## config.mk

```make
export PLATFORM = sky130hd
export DESIGN_NAME = rct_cmp
export DESIGN_NICKNAME = d
export VERILOG_FILES = /design/src/design/reassembly_context_table_macros.svh /design/src/design/rct_pkg.sv /design/src/design/rct_cmp.sv
export SDC_FILE = /design/constraint.sdc
export NUM_CORES = 1
export LEC_CHECK = 0
export ABC_AREA = 1
export BUFFER_PORTS_ARGS = -buffer_cell sky130_fd_sc_hd__buf_2
export CAP_MARGIN = 20
export CELL_PAD_IN_SITES_DETAIL_PLACEMENT = 2
export CELL_PAD_IN_SITES_GLOBAL_PLACEMENT = 2
export CORE_AREA = 3 3 184 186
export DETAILED_ROUTE_END_ITERATION = 16
export DIE_AREA = 0 0 187 189
export GPL_TIMING_DRIVEN = 0
export PLACE_DENSITY_LB_ADDON = 0.1
export SLEW_MARGIN = 20
export SYNTH_ARGS = -nofsm -noshare
export SYNTH_HDL_FRONTEND = slang
export SYNTH_SLANG_ARGS = --single-unit
```

## constraint.sdc

```tcl
create_clock -name vclk -period 1.3
set_input_delay 0.26 -clock vclk [all_inputs]
set_output_delay 0.26 -clock vclk [all_outputs]
set_load 0.02 [all_outputs]
```

## src/design/reassembly_context_table_macros.svh

```systemverilog
// Assertion macros for the block's top RTL file.
`ifndef REASSEMBLY_CONTEXT_TABLE_MACROS_SVH
`define REASSEMBLY_CONTEXT_TABLE_MACROS_SVH

`ifndef SYNTHESIS
`define RCT_ASSERT_IMPL(lbl, ck, rn, ante, cons) \
  lbl: assert property (@(posedge ck) disable iff (!rn) (ante) |-> (cons)) \
    else $error("reassembly context table check failed");
`define RCT_ASSERT_NEXT(lbl, ck, rn, ante, cons) \
  lbl: assert property (@(posedge ck) disable iff (!rn) (ante) |=> (cons)) \
    else $error("reassembly context table check failed");
`else
`define RCT_ASSERT_IMPL(lbl, ck, rn, ante, cons)
`define RCT_ASSERT_NEXT(lbl, ck, rn, ante, cons)
`endif

`endif

```

## src/design/rct_pkg.sv

```systemverilog
package rct_pkg;

  localparam int MAX_SLOTS = 16;
  localparam int SLOT_W    = $clog2(MAX_SLOTS);
  localparam int CNT_W     = $clog2(MAX_SLOTS + 1);
  localparam int BYTES_W   = 36;
  localparam int CFG_IDX_W = 1;
  localparam int CFG_W     = 32;

  localparam logic [31:0] MAX_TOTAL_RESET   = 32'd1048576;
  localparam logic [3:0]  MAX_ENTRIES_RESET = 4'd15;

  localparam logic [CFG_IDX_W-1:0] CFG_MAX_TOTAL   = 1'b0;
  localparam logic [CFG_IDX_W-1:0] CFG_MAX_ENTRIES = 1'b1;

  localparam logic [1:0] CMD_LOOKUP = 2'd0;
  localparam logic [1:0] CMD_ADD    = 2'd1;
  localparam logic [1:0] CMD_REMOVE = 2'd2;
  localparam logic [1:0] CMD_NONE   = 2'd3;

  localparam logic [2:0] KIND_HIT      = 3'd0;
  localparam logic [2:0] KIND_MISS     = 3'd1;
  localparam logic [2:0] KIND_EVICTED  = 3'd2;
  localparam logic [2:0] KIND_ADDED    = 3'd3;
  localparam logic [2:0] KIND_REMOVED  = 3'd4;
  localparam logic [2:0] KIND_BAD_SLOT = 3'd5;

  typedef struct packed {
    logic [31:0] addr;
    logic [15:0] port;
    logic [15:0] family;
    logic [31:0] seq;
    logic [31:0] bytes;
    logic [15:0] frags;
    logic [62:0] tstamp;
  } entry_t;

  typedef struct packed {
    logic key_hit;
    logic older;
  } cmp_t;

  typedef enum logic [2:0] {
    ST_IDLE,
    ST_LOOKUP,
    ST_EV_CHECK,
    ST_EV_SCAN,
    ST_ADD,
    ST_RM_READ,
    ST_RM_MOVE
  } state_t;

endpackage

```

## src/design/rct_cmp.sv

```systemverilog
module rct_cmp import rct_pkg::*; (
  input  entry_t      cand,
  input  entry_t      key,
  input  logic [62:0] ref_time,
  output cmp_t        res
);

  assign res.key_hit = (cand.addr == key.addr) && (cand.port == key.port) &&
                       (cand.family == key.family);
  assign res.older   = cand.tstamp < ref_time;

endmodule

```

==> results.toml <==
[status]
outcome = "complete, but fails checks"
violations = "setup timing"

[timing]
max_slew_margin_pct = 86.41
holdWs_ns = 1.044
min_period_ns = 1.754
fmax_mhz = 570.0
finalSetupViolations = 2
maxSlewViolCount = 0
setup_tns_ns = -0.6552
finalWorstSetupSlack_ns = -0.4543
hold_viol_final = 0
tightest_slew_ns = 0.2023
period_share_pct = 134.9
rsz0062_at_grt = "yes"

[global_routing]
grt-ovfl-total = 0
grt_antenna_before_repair = 13
grt_pass1_vias = 4292
grtUsageTotal_pct = 8.120
grt_max_degree = 4
grt_pass1_wl_um = 23130

[setup_path]
cp_data_arrival_time_ns = 1.49
endpoint_kind = "primary output"
crit_fanout = 3
start_kind = "input port"
critPathKind = "input port to primary output"
worstPathRequired_ns = 1.04

[detailed_routing]
via_per_inst = 3.222
totalWireLength_um = 14950
drtIter0Drc = 23
drcViolationCount = 0
num_vias = 3651
drt_pass1_iterations = 2
drtAntennaViolNets = 0
wire_per_inst_um = 13.20

[placement]
place_ws_ns = -0.7556
finalWeightedCongestion = 0.7120
port_buffers = 256
dp.cells = 1131
dpl.hpwl_um = 14400

[layout]
layout_common_cells = "buf_2, nand2_1, inv_1"
regArea_um2 = 0
nets = 1231
drive_gt1_share_pct = 56.23
layout-area-overhead-vs-synth_pct = 107.0
clockBufferCount = 0
final_common_cell = "buf_2"
nFlopsAndLatches = 0
fin_cells = 1133

[synthesis]
synth_area_um2 = 2556
syn_inst = 433
synth_seq_area_share_pct = 0
synthesis.nets = 972
syn_area_per_cell_um2 = 5.903
synth_warnings = 0
ys_types = 19

[floorplan]
start_util_pct = 7.876
die_w_um = 187
die_h_um = 189
dieArea_um2 = 35340
ios = 479
row_count = 66
coreArea_um2 = 32450

[power_and_ir_drop]
ir_drop_v = 0.00006241
report.power.total_mw = 1.528
p_leak_nw = 2.677
power_density_nw_per_um2 = 288.7

[hold_path]
worst_hold_path_type = "input port to primary output"

[flow_run]
cap_violations = 0

[clock_tree]
ctsHoldBuffers = 0
[final cells by class]
class | count | area, µm²
tap | 442 | 553.0
fill | 3882 | 27160
timing repair buffer | 257 | 1433
inverter | 100 | 385.4
antenna | 1 | 2.502
multi-input combinational | 333 | 2919
[worst max-delay path: stages]
cell and delay (ns):
buf_2 0.10, inv_1 0.08, ha_4 0.20, nand2_2 0.07, nor2_1 0.05, nand2_2 0.08, nor2_1 0.05, nand2_1 0.05
nand2_1 0.06, nor2_2 0.15, nand2_4 0.08, a21oi_4 0.13, buf_6 0.14
[final timing paths]
kind / startpoint / slack (ns) / endpoint / cells after the start
worst min-delay path: cand[158] / 1.04 / res[1] / 7
worst max-delay path: ref_time[25] / -0.45 / res[0] / 13
[Yosys cell counts, types with 2 or more instances]
cell type | n | area share [%]
a21oi_1 | 21 | 4.1
inv_1 | 100 | 15
nor2_2 | 3 | 0.73
ha_1 | 62 | 30
nand4_1 | 7 | 1.7
xnor2_1 | 51 | 17
nor2_1 | 38 | 5.6
xor2_1 | 2 | 0.69
nand3_1 | 12 | 2.3
or2_2 | 6 | 1.5
nand2_1 | 118 | 17
o21ai_0 | 6 | 1.2
[kinds of logic after synthesis]
group	synth area share [%]
simple gates	30.25
buf+inv	14.68
xor+xnor	18.16
compound gates	6.559
fa+ha+maj	30.35
[power by group]
part	internal (mW)	switching, mW
combinational	0.827	0.701
clock	0.000000103	0
sequential	0	0
total	0.827	0.701
[stage by stage]
| stage | area, µm² | utilization [%] |
|---|---|---|
| floorplan | 2575 | - |
| global placement | 4409 | 13.59 |
| detailed placement | 4409 | 13.59 |
| CTS | 5172 | 15.94 |
| global route | 5290 | 16.30 |
| finish | 5293 | 16.31 |
[per-layer routing]
layer  share of wire [%]  vias up  global-route usage [%]
met5                0.67        -                       0
met4                0.14       16                       0
met3                 9.8       16                   3.074
met2                  50      147                   15.04
met1                  40     1632                   9.481
li1                    -     1840                       -
[repair_timing]
action / CTS / global route
endpoints found under the setup margin: 2 / 2
gates cloned: 0 / 0
resized for setup: 135 / 28
setup buffers: 1 / 0
pin swaps: 45 / 17
No activity file was read; power rests on OpenSTA's default activity.
